`src/awb_pkg.sv`:
```
package awb_pkg;

  localparam int PIX_W     = 16;
  localparam int GAIN_W    = 18;
  localparam int FRAC_W    = 10;
  localparam int CNT_W     = 24;
  localparam int SUM_W     = 40;
  localparam int HALF_W    = SUM_W / 2;
  localparam int PROD_W    = 64;
  localparam int Q_W       = 20;
  localparam int NUM_W     = PROD_W + FRAC_W + 1;
  localparam int DEN_W     = PROD_W + Q_W - 1;
  localparam int CFG_W     = 18;
  localparam int CFG_IDX_W = 3;
  localparam int STEP_W    = 5;

  localparam int MUL_STEPS = 8;
  localparam int DIV_STEPS = Q_W;

  localparam logic [GAIN_W-1:0] GAIN_UNITY = GAIN_W'(1 << FRAC_W);
  localparam logic [GAIN_W-1:0] GAIN_MAX   = {GAIN_W{1'b1}};
  localparam logic [PIX_W-1:0]  PIX_MAX    = {PIX_W{1'b1}};
  localparam logic [CNT_W-1:0]  CNT_MAX    = {CNT_W{1'b1}};

  localparam logic KIND_STAT  = 1'b0;
  localparam logic KIND_APPLY = 1'b1;

  typedef enum logic [CFG_IDX_W-1:0] {
    CFG_AUTO   = 3'd0,
    CFG_GAIN_R = 3'd1,
    CFG_GAIN_G = 3'd2,
    CFG_GAIN_B = 3'd3,
    CFG_LOW    = 3'd4,
    CFG_HIGH   = 3'd5
  } cfg_idx_e;

  typedef enum logic [3:0] {
    ST_IDLE,
    ST_ACC,
    ST_DECIDE,
    ST_MUL,
    ST_DIV_LOAD,
    ST_DIV_STEP,
    ST_DIV_DONE,
    ST_REPORT,
    ST_PMUL,
    ST_PIX,
    ST_SEND
  } state_e;

  typedef struct packed {
    logic       load_in;
    logic       accumulate;
    logic       clear_stats;
    logic       set_unity;
    logic       mul_en;
    logic [2:0] mul_idx;
    logic       div_load;
    logic       div_step;
    logic       div_done;
    logic       div_sel;
    logic       pix_mul;
    logic       load_pix;
    logic       load_report;
  } cmd_t;

  typedef struct packed {
    logic last;
    logic auto_en;
    logic count_zero;
  } sts_t;

endpackage

```
`src/awb_in_if.sv`:
```
interface awb_in_if;
  logic        valid;
  logic        ready;
  logic        kind;
  logic [15:0] pixel;
  logic        row_odd;
  logic        col_odd;
  logic        last;

  modport source (output valid, kind, pixel, row_odd, col_odd, last, input ready);
  modport sink   (input valid, kind, pixel, row_odd, col_odd, last, output ready);
endinterface

```
`src/awb_out_if.sv`:
```
interface awb_out_if;
  logic        valid;
  logic        ready;
  logic        report_kind;
  logic [15:0] pixel_out;
  logic [17:0] gain_r_out;
  logic [17:0] gain_g_out;
  logic [17:0] gain_b_out;
  logic        fallback;
  logic        end_of_pass;

  modport source (output valid, report_kind, pixel_out, gain_r_out, gain_g_out, gain_b_out,
                  fallback, end_of_pass, input ready);
  modport sink   (input valid, report_kind, pixel_out, gain_r_out, gain_g_out, gain_b_out,
                  fallback, end_of_pass, output ready);
endinterface

```
`src/awb_ctrl.sv`:
```
module awb_ctrl import awb_pkg::*; (
  input  logic clk_i,
  input  logic rst_ni,
  input  logic in_valid_i,
  input  logic in_kind_i,
  output logic in_ready_o,
  output logic out_valid_o,
  input  logic out_ready_i,
  input  sts_t sts_i,
  output cmd_t cmd_o
);

  state_e             state_q, state_d;
  logic [STEP_W-1:0]  cnt_q, cnt_d;
  logic               sel_q, sel_d;

  always_ff @(posedge clk_i or negedge rst_ni) begin
    if (!rst_ni) begin
      state_q <= ST_IDLE;
      cnt_q   <= '0;
      sel_q   <= 1'b0;
    end else begin
      state_q <= state_d;
      cnt_q   <= cnt_d;
      sel_q   <= sel_d;
    end
  end

  always_comb begin
    state_d = state_q;
    cnt_d   = cnt_q;
    sel_d   = sel_q;
    unique case (state_q)
      ST_IDLE: begin
        if (in_valid_i) begin
          state_d = (in_kind_i == KIND_APPLY) ? ST_PMUL : ST_ACC;
        end
      end
      ST_ACC: begin
        state_d = sts_i.last ? ST_DECIDE : ST_IDLE;
      end
      ST_DECIDE: begin
        if (!sts_i.auto_en || sts_i.count_zero) begin
          state_d = ST_REPORT;
        end else begin
          state_d = ST_MUL;
          cnt_d   = '0;
        end
      end
      ST_MUL: begin
        if (cnt_q == STEP_W'(MUL_STEPS - 1)) begin
          state_d = ST_DIV_LOAD;
          sel_d   = 1'b0;
        end else begin
          cnt_d = cnt_q + 1'b1;
        end
      end
      ST_DIV_LOAD: begin
        state_d = ST_DIV_STEP;
        cnt_d   = '0;
      end
      ST_DIV_STEP: begin
        if (cnt_q == STEP_W'(DIV_STEPS - 1)) begin
          state_d = ST_DIV_DONE;
        end else begin
          cnt_d = cnt_q + 1'b1;
        end
      end
      ST_DIV_DONE: begin
        if (sel_q) begin
          state_d = ST_REPORT;
        end else begin
          sel_d   = 1'b1;
          state_d = ST_DIV_LOAD;
        end
      end
      ST_REPORT: state_d = ST_SEND;
      ST_PMUL:   state_d = ST_PIX;
      ST_PIX:    state_d = ST_SEND;
      ST_SEND: begin
        if (out_ready_i) begin
          state_d = ST_IDLE;
        end
      end
      default: state_d = ST_IDLE;
    endcase
  end

  always_comb begin
    cmd_o       = '0;
    in_ready_o  = 1'b0;
    out_valid_o = 1'b0;
    unique case (state_q)
      ST_IDLE: begin
        in_ready_o    = 1'b1;
        cmd_o.load_in = in_valid_i;
      end
      ST_ACC:    cmd_o.accumulate = 1'b1;
      ST_DECIDE: cmd_o.set_unity  = sts_i.auto_en & sts_i.count_zero;
      ST_MUL: begin
        cmd_o.mul_en  = 1'b1;
        cmd_o.mul_idx = cnt_q[2:0];
      end
      ST_DIV_LOAD: begin
        cmd_o.div_load = 1'b1;
        cmd_o.div_sel  = sel_q;
      end
      ST_DIV_STEP: cmd_o.div_step = 1'b1;
      ST_DIV_DONE: begin
        cmd_o.div_done = 1'b1;
        cmd_o.div_sel  = sel_q;
      end
      ST_REPORT: begin
        cmd_o.load_report = 1'b1;
        cmd_o.clear_stats = 1'b1;
      end
      ST_PMUL: cmd_o.pix_mul  = 1'b1;
      ST_PIX:  cmd_o.load_pix = 1'b1;
      ST_SEND: out_valid_o    = 1'b1;
      default: cmd_o          = '0;
    endcase
  end

endmodule

```
`src/awb_dp.sv`:
```
module awb_dp import awb_pkg::*; (
  input  logic                 clk_i,
  input  logic                 rst_ni,
  input  logic                 cfg_we_i,
  input  logic [CFG_IDX_W-1:0] cfg_idx_i,
  input  logic [CFG_W-1:0]     cfg_data_i,
  input  logic [PIX_W-1:0]     in_pixel_i,
  input  logic                 in_row_odd_i,
  input  logic                 in_col_odd_i,
  input  logic                 in_last_i,
  input  cmd_t                 cmd_i,
  output sts_t                 sts_o,
  output logic                 report_kind_o,
  output logic [PIX_W-1:0]     pixel_out_o,
  output logic [GAIN_W-1:0]    gain_r_out_o,
  output logic [GAIN_W-1:0]    gain_g_out_o,
  output logic [GAIN_W-1:0]    gain_b_out_o,
  output logic                 fallback_o,
  output logic                 end_of_pass_o
);

  localparam logic [1:0] PROD_GR = 2'd0;  // sum green * count red
  localparam logic [1:0] PROD_RG = 2'd1;  // sum red * count green
  localparam logic [1:0] PROD_GB = 2'd2;  // sum green * count blue
  localparam logic [1:0] PROD_BG = 2'd3;  // sum blue * count green

  localparam int PP_W  = HALF_W + CNT_W;
  localparam int PIXP_W = PIX_W + GAIN_W;
  localparam logic [PIXP_W:0] PIX_ROUND = (PIXP_W + 1)'(1 << (FRAC_W - 1));

  // configuration
  logic              auto_q;
  logic [GAIN_W-1:0] man_r_q, man_g_q, man_b_q;
  logic [PIX_W-1:0]  low_q, high_q;

  always_ff @(posedge clk_i or negedge rst_ni) begin
    if (!rst_ni) begin
      auto_q  <= 1'b1;
      man_r_q <= GAIN_UNITY;
      man_g_q <= GAIN_UNITY;
      man_b_q <= GAIN_UNITY;
      low_q   <= PIX_W'(100);
      high_q  <= PIX_W'(60000);
    end else if (cfg_we_i) begin
      case (cfg_idx_i)
        CFG_AUTO:   auto_q  <= cfg_data_i[0];
        CFG_GAIN_R: man_r_q <= cfg_data_i[GAIN_W-1:0];
        CFG_GAIN_G: man_g_q <= cfg_data_i[GAIN_W-1:0];
        CFG_GAIN_B: man_b_q <= cfg_data_i[GAIN_W-1:0];
        CFG_LOW:    low_q   <= cfg_data_i[PIX_W-1:0];
        CFG_HIGH:   high_q  <= cfg_data_i[PIX_W-1:0];
        default:    ;
      endcase
    end
  end

  // latched input transaction
  logic             rodd_q, codd_q, last_q;
  logic [PIX_W-1:0] pix_q;

  always_ff @(posedge clk_i) begin
    if (cmd_i.load_in) begin
      pix_q  <= in_pixel_i;
      rodd_q <= in_row_odd_i;
      codd_q <= in_col_odd_i;
      last_q <= in_last_i;
    end
  end

  logic is_red, is_blue;
  assign is_red  = !rodd_q && !codd_q;
  assign is_blue = rodd_q && codd_q;

  // gains in use
  logic [GAIN_W-1:0] agr_q, agb_q;
  logic              fb_q;
  logic [GAIN_W-1:0] use_r, use_g, use_b;
  logic              use_fb;

  assign use_r  = auto_q ? agr_q : man_r_q;
  assign use_g  = auto_q ? GAIN_UNITY : man_g_q;
  assign use_b  = auto_q ? agb_q : man_b_q;
  assign use_fb = auto_q & fb_q;

  // statistics
  logic [SUM_W-1:0] sum_r_q, sum_g_q, sum_b_q;
  logic [CNT_W-1:0] cnt_r_q, cnt_g_q, cnt_b_q;
  logic [CNT_W-1:0] cnt_sel;
  logic             in_win, acc_ok;

  assign cnt_sel = is_red ? cnt_r_q : (is_blue ? cnt_b_q : cnt_g_q);
  assign in_win  = (pix_q >= low_q) && (pix_q <= high_q);
  assign acc_ok  = cmd_i.accumulate && auto_q && in_win && (cnt_sel != CNT_MAX);

  always_ff @(posedge clk_i or negedge rst_ni) begin
    if (!rst_ni) begin
      sum_r_q <= '0;
      sum_g_q <= '0;
      sum_b_q <= '0;
      cnt_r_q <= '0;
      cnt_g_q <= '0;
      cnt_b_q <= '0;
    end else if (cmd_i.clear_stats) begin
      sum_r_q <= '0;
      sum_g_q <= '0;
      sum_b_q <= '0;
      cnt_r_q <= '0;
      cnt_g_q <= '0;
      cnt_b_q <= '0;
    end else if (acc_ok) begin
      if (is_red) begin
        sum_r_q <= sum_r_q + SUM_W'(pix_q);
        cnt_r_q <= cnt_r_q + 1'b1;
      end else if (is_blue) begin
        sum_b_q <= sum_b_q + SUM_W'(pix_q);
        cnt_b_q <= cnt_b_q + 1'b1;
      end else begin
        sum_g_q <= sum_g_q + SUM_W'(pix_q);
        cnt_g_q <= cnt_g_q + 1'b1;
      end
    end
  end

  assign sts_o.last       = last_q;
  assign sts_o.auto_en    = auto_q;
  assign sts_o.count_zero = (cnt_r_q == '0) || (cnt_g_q == '0) || (cnt_b_q == '0);

  // cross products, one half of a sum per cycle
  logic [PROD_W-1:0] p_gr_q, p_rg_q, p_gb_q, p_bg_q;
  logic [1:0]        mk;
  logic              mh;
  logic [SUM_W-1:0]  ma;
  logic [CNT_W-1:0]  mb;
  logic [HALF_W-1:0] ma_half;
  logic [PP_W-1:0]   pp;
  logic [PROD_W-1:0] p_old, p_new;

  assign mk = cmd_i.mul_idx[2:1];
  assign mh = cmd_i.mul_idx[0];

  always_comb begin
    unique case (mk)
      PROD_GR: begin ma = sum_g_q; mb = cnt_r_q; p_old = p_gr_q; end
      PROD_RG: begin ma = sum_r_q; mb = cnt_g_q; p_old = p_rg_q; end
      PROD_GB: begin ma = sum_g_q; mb = cnt_b_q; p_old = p_gb_q; end
      PROD_BG: begin ma = sum_b_q; mb = cnt_g_q; p_old = p_bg_q; end
      default: begin ma = '0;      mb = '0;      p_old = '0;     end
    endcase
  end

  assign ma_half = mh ? ma[SUM_W-1:HALF_W] : ma[HALF_W-1:0];
  assign pp      = PP_W'(ma_half * mb);
  assign p_new   = mh ? (p_old + PROD_W'({pp, {HALF_W{1'b0}}})) : PROD_W'(pp);

  always_ff @(posedge clk_i) begin
    if (cmd_i.mul_en) begin
      unique case (mk)
        PROD_GR: p_gr_q <= p_new;
        PROD_RG: p_rg_q <= p_new;
        PROD_GB: p_gb_q <= p_new;
        PROD_BG: p_bg_q <= p_new;
        default: ;
      endcase
    end
  end

  // restoring divider, one quotient bit per cycle; top bit set means saturated
  logic [NUM_W-1:0]  rem_q;
  logic [DEN_W-1:0]  dsh_q;
  logic [Q_W-1:0]    quo_q;
  logic [DEN_W-1:0]  rem_ext;
  logic              div_ge;
  logic [Q_W-1:0]    quo_rnd;
  logic [GAIN_W-1:0] gain_res;

  assign rem_ext = DEN_W'(rem_q);
  assign div_ge  = rem_ext >= dsh_q;

  always_ff @(posedge clk_i) begin
    if (cmd_i.div_load) begin
      rem_q <= {(cmd_i.div_sel ? p_gb_q : p_gr_q), {(FRAC_W + 1){1'b0}}};
      dsh_q <= {(cmd_i.div_sel ? p_bg_q : p_rg_q), {(Q_W - 1){1'b0}}};
      quo_q <= '0;
    end else if (cmd_i.div_step) begin
      if (div_ge) begin
        rem_q <= NUM_W'(rem_ext - dsh_q);
      end
      quo_q <= {quo_q[Q_W-2:0], div_ge};
      dsh_q <= dsh_q >> 1;
    end
  end

  assign quo_rnd = (Q_W'({1'b0, quo_q[Q_W-2:0]}) + 1'b1) >> 1;

  always_comb begin
    if (quo_q[Q_W-1] || (quo_rnd > Q_W'(GAIN_MAX))) begin
      gain_res = GAIN_MAX;
    end else begin
      gain_res = quo_rnd[GAIN_W-1:0];
    end
  end

  always_ff @(posedge clk_i or negedge rst_ni) begin
    if (!rst_ni) begin
      agr_q <= GAIN_UNITY;
      agb_q <= GAIN_UNITY;
      fb_q  <= 1'b0;
    end else if (cmd_i.set_unity) begin
      agr_q <= GAIN_UNITY;
      agb_q <= GAIN_UNITY;
      fb_q  <= 1'b1;
    end else if (cmd_i.div_done) begin
      if (cmd_i.div_sel) begin
        agb_q <= gain_res;
        fb_q  <= 1'b0;
      end else begin
        agr_q <= gain_res;
      end
    end
  end

  // pixel correction
  logic [GAIN_W-1:0] pix_gain;
  logic [PIXP_W-1:0] pprod_q;
  logic [PIXP_W:0]   pix_rnd;
  logic [PIX_W-1:0]  pix_sat;

  assign pix_gain = is_red ? use_r : (is_blue ? use_b : use_g);

  always_ff @(posedge clk_i) begin
    if (cmd_i.pix_mul) begin
      pprod_q <= PIXP_W'(pix_q * pix_gain);
    end
  end

  assign pix_rnd = ((PIXP_W + 1)'(pprod_q) + PIX_ROUND) >> FRAC_W;
  assign pix_sat = (pix_rnd > (PIXP_W + 1)'(PIX_MAX)) ? PIX_MAX : pix_rnd[PIX_W-1:0];

  // output register
  logic              o_kind_q, o_fb_q, o_eop_q;
  logic [PIX_W-1:0]  o_pix_q;
  logic [GAIN_W-1:0] o_gr_q, o_gg_q, o_gb_q;

  always_ff @(posedge clk_i) begin
    if (cmd_i.load_report || cmd_i.load_pix) begin
      o_gr_q <= use_r;
      o_gg_q <= use_g;
      o_gb_q <= use_b;
      o_fb_q <= use_fb;
      if (cmd_i.load_report) begin
        o_kind_q <= KIND_STAT;
        o_pix_q  <= '0;
        o_eop_q  <= 1'b1;
      end else begin
        o_kind_q <= KIND_APPLY;
        o_pix_q  <= pix_sat;
        o_eop_q  <= last_q;
      end
    end
  end

  assign report_kind_o = o_kind_q;
  assign pixel_out_o   = o_pix_q;
  assign gain_r_out_o  = o_gr_q;
  assign gain_g_out_o  = o_gg_q;
  assign gain_b_out_o  = o_gb_q;
  assign fallback_o    = o_fb_q;
  assign end_of_pass_o = o_eop_q;

endmodule

```
`src/bayer_gray_world_awb_top.sv`:
```
// Gray-world white balance for a 16-bit RGGB Bayer stream, sent twice per frame.
// One transaction is in flight at a time. A statistics pixel passes IDLE and ACC; an
// apply pixel passes PMUL, PIX and SEND, waiting there until its result is taken. The
// last statistics pixel goes from DECIDE to REPORT in manual mode or if a colour had
// no pixels in the window; in auto mode it forms the four sum-by-count cross products
// on one 20x24 multiplier, then runs two 20-step restoring divisions (red gain, then
// blue gain). The user must write configuration via cfg_we_i/cfg_idx_i/cfg_data_i
// only while no transaction is in flight; the block does not enforce it.
module bayer_gray_world_awb_top import awb_pkg::*; (
  input  logic                 clk_i,
  input  logic                 rst_ni,
  awb_in_if.sink               in_if,
  awb_out_if.source            out_if,
  input  logic                 cfg_we_i,
  input  logic [CFG_IDX_W-1:0] cfg_idx_i,
  input  logic [CFG_W-1:0]     cfg_data_i
);

  cmd_t cmd;
  sts_t sts;

  awb_ctrl u_ctrl (
    .clk_i       (clk_i),
    .rst_ni      (rst_ni),
    .in_valid_i  (in_if.valid),
    .in_kind_i   (in_if.kind),
    .in_ready_o  (in_if.ready),
    .out_valid_o (out_if.valid),
    .out_ready_i (out_if.ready),
    .sts_i       (sts),
    .cmd_o       (cmd)
  );

  awb_dp u_dp (
    .clk_i         (clk_i),
    .rst_ni        (rst_ni),
    .cfg_we_i      (cfg_we_i),
    .cfg_idx_i     (cfg_idx_i),
    .cfg_data_i    (cfg_data_i),
    .in_pixel_i    (in_if.pixel),
    .in_row_odd_i  (in_if.row_odd),
    .in_col_odd_i  (in_if.col_odd),
    .in_last_i     (in_if.last),
    .cmd_i         (cmd),
    .sts_o         (sts),
    .report_kind_o (out_if.report_kind),
    .pixel_out_o   (out_if.pixel_out),
    .gain_r_out_o  (out_if.gain_r_out),
    .gain_g_out_o  (out_if.gain_g_out),
    .gain_b_out_o  (out_if.gain_b_out),
    .fallback_o    (out_if.fallback),
    .end_of_pass_o (out_if.end_of_pass)
  );

endmodule

```
`src/flat_wrapper.sv`:
```
// flat-port wrapper written by rule: the top's interface ports become plain ports
module bayer_gray_world_awb_top_flat import awb_pkg::*;
  (clk_i, rst_ni, cfg_we_i, cfg_idx_i, cfg_data_i, in_if_valid, in_if_kind, in_if_pixel, in_if_row_odd, in_if_col_odd, in_if_last, in_if_ready, out_if_valid, out_if_report_kind, out_if_pixel_out, out_if_gain_r_out, out_if_gain_g_out, out_if_gain_b_out, out_if_fallback, out_if_end_of_pass, out_if_ready);
  awb_in_if in_if_i ();
  awb_out_if out_if_i ();
  input  logic clk_i;
  input  logic rst_ni;
  input  logic cfg_we_i;
  input  logic [CFG_IDX_W-1:0] cfg_idx_i;
  input  logic [CFG_W-1:0] cfg_data_i;
  input wire logic [$bits(in_if_i.valid)-1:0] in_if_valid;
  input wire logic [$bits(in_if_i.kind)-1:0] in_if_kind;
  input wire logic [$bits(in_if_i.pixel)-1:0] in_if_pixel;
  input wire logic [$bits(in_if_i.row_odd)-1:0] in_if_row_odd;
  input wire logic [$bits(in_if_i.col_odd)-1:0] in_if_col_odd;
  input wire logic [$bits(in_if_i.last)-1:0] in_if_last;
  output wire logic [$bits(in_if_i.ready)-1:0] in_if_ready;
  output wire logic [$bits(out_if_i.valid)-1:0] out_if_valid;
  output wire logic [$bits(out_if_i.report_kind)-1:0] out_if_report_kind;
  output wire logic [$bits(out_if_i.pixel_out)-1:0] out_if_pixel_out;
  output wire logic [$bits(out_if_i.gain_r_out)-1:0] out_if_gain_r_out;
  output wire logic [$bits(out_if_i.gain_g_out)-1:0] out_if_gain_g_out;
  output wire logic [$bits(out_if_i.gain_b_out)-1:0] out_if_gain_b_out;
  output wire logic [$bits(out_if_i.fallback)-1:0] out_if_fallback;
  output wire logic [$bits(out_if_i.end_of_pass)-1:0] out_if_end_of_pass;
  input wire logic [$bits(out_if_i.ready)-1:0] out_if_ready;
  assign in_if_i.valid = in_if_valid;
  assign in_if_i.kind = in_if_kind;
  assign in_if_i.pixel = in_if_pixel;
  assign in_if_i.row_odd = in_if_row_odd;
  assign in_if_i.col_odd = in_if_col_odd;
  assign in_if_i.last = in_if_last;
  assign in_if_ready = in_if_i.ready;
  assign out_if_valid = out_if_i.valid;
  assign out_if_report_kind = out_if_i.report_kind;
  assign out_if_pixel_out = out_if_i.pixel_out;
  assign out_if_gain_r_out = out_if_i.gain_r_out;
  assign out_if_gain_g_out = out_if_i.gain_g_out;
  assign out_if_gain_b_out = out_if_i.gain_b_out;
  assign out_if_fallback = out_if_i.fallback;
  assign out_if_end_of_pass = out_if_i.end_of_pass;
  assign out_if_i.ready = out_if_ready;
  bayer_gray_world_awb_top u_core (.clk_i(clk_i), .rst_ni(rst_ni), .in_if(in_if_i), .out_if(out_if_i), .cfg_we_i(cfg_we_i), .cfg_idx_i(cfg_idx_i), .cfg_data_i(cfg_data_i));
endmodule
```
`config.mk`:
```
export PLATFORM = sky130hd
export DESIGN_NAME = bayer_gray_world_awb_top_flat
export DESIGN_NICKNAME = d
export VERILOG_FILES = /design/src/awb_pkg.sv /design/src/awb_in_if.sv /design/src/awb_out_if.sv /design/src/awb_ctrl.sv /design/src/awb_dp.sv /design/src/bayer_gray_world_awb_top.sv /design/src/flat_wrapper.sv
export SDC_FILE = /design/constraint.sdc
export NUM_CORES = 2
export LEC_CHECK = 0
export BUFFER_PORTS_ARGS = -buffer_cell sky130_fd_sc_hd__buf_4
export CORE_MARGIN = 10
export CORE_UTILIZATION = 50
export CTS_CLUSTER_DIAMETER = 150
export DETAILED_ROUTE_END_ITERATION = 10
export PLACE_DENSITY = 0.72
export SLEW_MARGIN = 5
export SYNTH_ARGS = -nofsm -noshare
export SYNTH_HDL_FRONTEND = slang
export SYNTH_SLANG_ARGS = --single-unit
```
`constraint.sdc`:
```
create_clock -name clk_i -period 12.84 [get_ports clk_i]
set_clock_uncertainty 0.15 [all_clocks]
set_input_delay 0.642 -clock clk_i [delete_from_list [all_inputs] [get_ports clk_i]]
set_output_delay 0.642 -clock clk_i [all_outputs]
set_load 0.01 [all_outputs]
```
==> impl_results.md <==
* Initial Utilization at 50.32%
* R2R setup slack at 0.65 ns
* FMAX at 0.08206 GHz
* Die ar. at 162,200 µm²
* Hold Path Class: input port to register
* Post-route setup slack at 0.6531 ns
* Most common cell on crit path: fa_1
* Total power at 21.65 mW
* Sw Pwr at 9.924 mW
* Crit path max fanout at 27
* Main synth FF type: edfxtp_1
* Core box area at 145,600 µm²
* Vias in the first global route at 57,888
* PD cells at 270.6 nW/µm²
* CTS tree: yes
* First-pass GRT wire length at 346,500 µm
* Number of buffers and inverters on the critical path at 7
* Dpl cells at 9,345
* Total wire length at 223,300 µm
* Tmin final at 12.19 ns
* Post-Syn Nets at 8,672
* Worst Path Required at 13.08 ns
* Fin cells at 9,548
* CP endpoint kind: register
* Mapped Area at 73,250 µm²
* WL/cell at 23.39 µm
* Starting DRT DRC Count at 6,476
* Syn avg cell area at 9.709 µm²
* Nets@finish at 8,679
* Area contributors post-synth: edfxtp_1 (21%), fa_1 (17%), dfrtp_1 (11%)
* EDFF count, synth at 501
* Die X at 402.7 µm
* DP HPWL at 162,700 µm
* Total congestion overflow at 0
* Post-synth top area share at 20.54%
* Sequential area share after synthesis at 33.07%
* Num rows at 140
* Pre-antenna DRT Iters at 6
* Post-synth ARST share at 37.17%
* Largest net degree at the start of global routing at 172
* Startpoint Class: register
* Fin crit share at 94.91%
* Status: completed
* Clock Latency Late Sink at 0.72 ns
* Crit Path Class: register to register
* Slowest-stage cell, CP: a21oi_1
* R2r startpoint: u_core.u_ctrl.cnt_q[2]
* Share of post-route cells with drive strength above 1 at 9.461%
* VDD IR max at 1.115 mV
* CTS root buf: clkbuf_16
* Hold wc startpoint: cfg_data_i[13]
* Clock slew at reported path FFs at 0.06 ns
* Leakage power at 35.89 nW
* Port Buffers at 120
* Area grow syn2layout at 9.226%
* CTS Buf Count at 96
* DR vias at 57,958
* Fin. Hold Viols at 0
* Post-CTS Repair Setup Buffers at 0
* Area leader, netlist: edfxtp_1
* Via density at 6.070
* Clock Tree Buf Depth at 3
* Int Pwr at 11.72 mW
* Mapped Cells at 7,544
* DRC at 0
* Flop pwr share at 20.5%
* Slew margin rel. at 13.24%
* Number of library cell types mapped by synthesis at 102
* Cell family with most CP delay: adder cells
* GRT Util Overall at 27.15%
* Final core utilization at 54.96%
* Initial antenna violation count at 11
* Post-place setup slack at 0.7361 ns
* Clock Power Share at 13.2%
* Antenna Cells at 0
* Most frequent cells in the layout: inv_1 (871), nand2_1 (696), nor2_1 (684)
* Max Cap Viol at 0
* Endpoints failing setup at 0
* Die Span Y at 402.7 µm
* Yosys reg bits at 877
* Routed Antenna Nets at 0
* Combinational share of power at 66.3%
* Routability congestion estimate at 0.9756
* IO Count at 121
* CTS sink cnt at 877
* Sw Share at 45.84%
* H-tree Lvls at 3
* Crit path DAT at 12.43 ns
* Ys Warns at 0
* Worst-margin pin slew at 1.301 ns
* Final slew viol count at 0
* Most common cell after layout, fill and taps aside: inv_1
* CP peak stage delay at 0.92 ns
* CP Launch Point: u_core.u_ctrl.cnt_q[2]
-- state kept, by name, summed over array words and instances (netlist names), 20 cells and up --
| register | flops |
|---|---|
| u_core.u_dp.rem_q | 75 |
| u_core.u_dp.cnt_g_q | 24 |
| u_core.u_dp.dsh_q | 83 |
| u_core.u_dp.sum_g_q | 40 |
| u_core.u_dp.cnt_r_q | 24 |
| u_core.u_dp.sum_b_q | 40 |
| u_core.u_dp.p_gb_q | 64 |
| u_core.u_dp.quo_q | 20 |
| u_core.u_dp.pprod_q | 25 |
| u_core.u_dp.cnt_b_q | 24 |
| u_core.u_dp.p_gr_q | 64 |
| u_core.u_dp.sum_r_q | 40 |
| u_core.u_dp.p_rg_q | 64 |
| u_core.u_dp.p_bg_q | 64 |
-- per-layer routing --
| layer | global-route usage (%) | routed length [µm] |
|---|---|---|
| met1 | 38.57 | 94710 |
| met2 | 42.01 | 99950 |
| met3 | 5.310 | 22060 |
| met4 | 8.047 | 6522 |
| met5 | 0 | 80 |
-- area by class of cell --
type / instances / area, µm²
flip-flops and latches: 877 / 24230
multi-input cells: 5389 / 44420
inverters: 875 / 3288
clock inverters: 44 / 473.0
well taps: 1917 / 2399
fillers: 12601 / 65560
repair buffers: 312 / 2437
clock buffers: 134 / 2761
-- final timing paths --
kind	endpoint	depth (start not counted)
min	u_core.u_dp.low_q[13]	3
min reg2reg	u_core.u_dp.dsh_q[0]	2
max	u_core.u_dp.p_bg_q[63]	44
max reg2reg	u_core.u_dp.p_bg_q[63]	44
max in group asynchronous	u_core.u_dp.man_g_q[9]	3
min in group asynchronous	u_core.u_dp.sum_b_q[37]	2
-- synthesized netlist by cell type (61+ instances only) --
cell      count
nand2_1     698
a21oi_1     352
ha_1        464
o21ai_0     349
a21o_1      195
xor2_1      107
o221ai_1    146
dfrtp_1     310
mux2_2      153
fa_1        618
clkbuf_1    355
nor3_1      108
inv_1       874
nor2_1      691
nand3_1     129
or3_1        61
xnor2_1     256
and2_1      123
mux2i_1     108
nand2b_1     65
edfxtp_1    501
o22ai_1      72
-- power groups by stage --
stage	Sequential [mW]	Clock (mW)	Combinational, mW
6_report	4.44	2.87	14.3
5_1_grt	4.48	3.01	16.2
4_1_cts	4.43	2.89	14.4
3_5_place_dp	4.48	0	14.2
3_3_place_gp	4.46	0	13.9
2_1_floorplan	4.38	0	10.9
-- cell families after synthesis --
group	share of synthesized area (%)
compound gates	12.94
xor+xnor	4.341
fa+ha+maj	24.82
buf+inv	6.584
flops	33.07
mux	4.294
simple gates	13.95
-- worst register-to-register path: cells and delay by family (launching register included) --
family,cells,cell delay (ns)
AND/OR/NAND/NOR,10,1.31
XOR/XNOR,2,0.33
adder cells (fa/ha/maj),9,4.37
flip-flops,1,0.67
AO/OA/AOI/OAI,15,4.08
multiplexers,1,0.09
buffers and inverters,7,0.87
-- what timing repair did --
action / 4_1_cts / 5_1_grt
hold buffers: 25 / 0
resized for setup: 0 / 4
setup endpoints to repair: 0 / 16
endpoints found under the hold margin: 109 / 0
-- per-stage QoR --
step / setup TNS [ns] / instance area (µm²) / hold WS (ns)
floorplan: 0 / 73250 / 0.1964
global placement: 0 / 76500 / 0.2894
detailed placement: 0 / 76500 / 0.3095
CTS: 0 / 79990 / 0.002796
global route: -0.08570 / 80000 / 0.03909
finish: 0 / 80000 / 0.04114
Power figures use the tool's default switching activity.
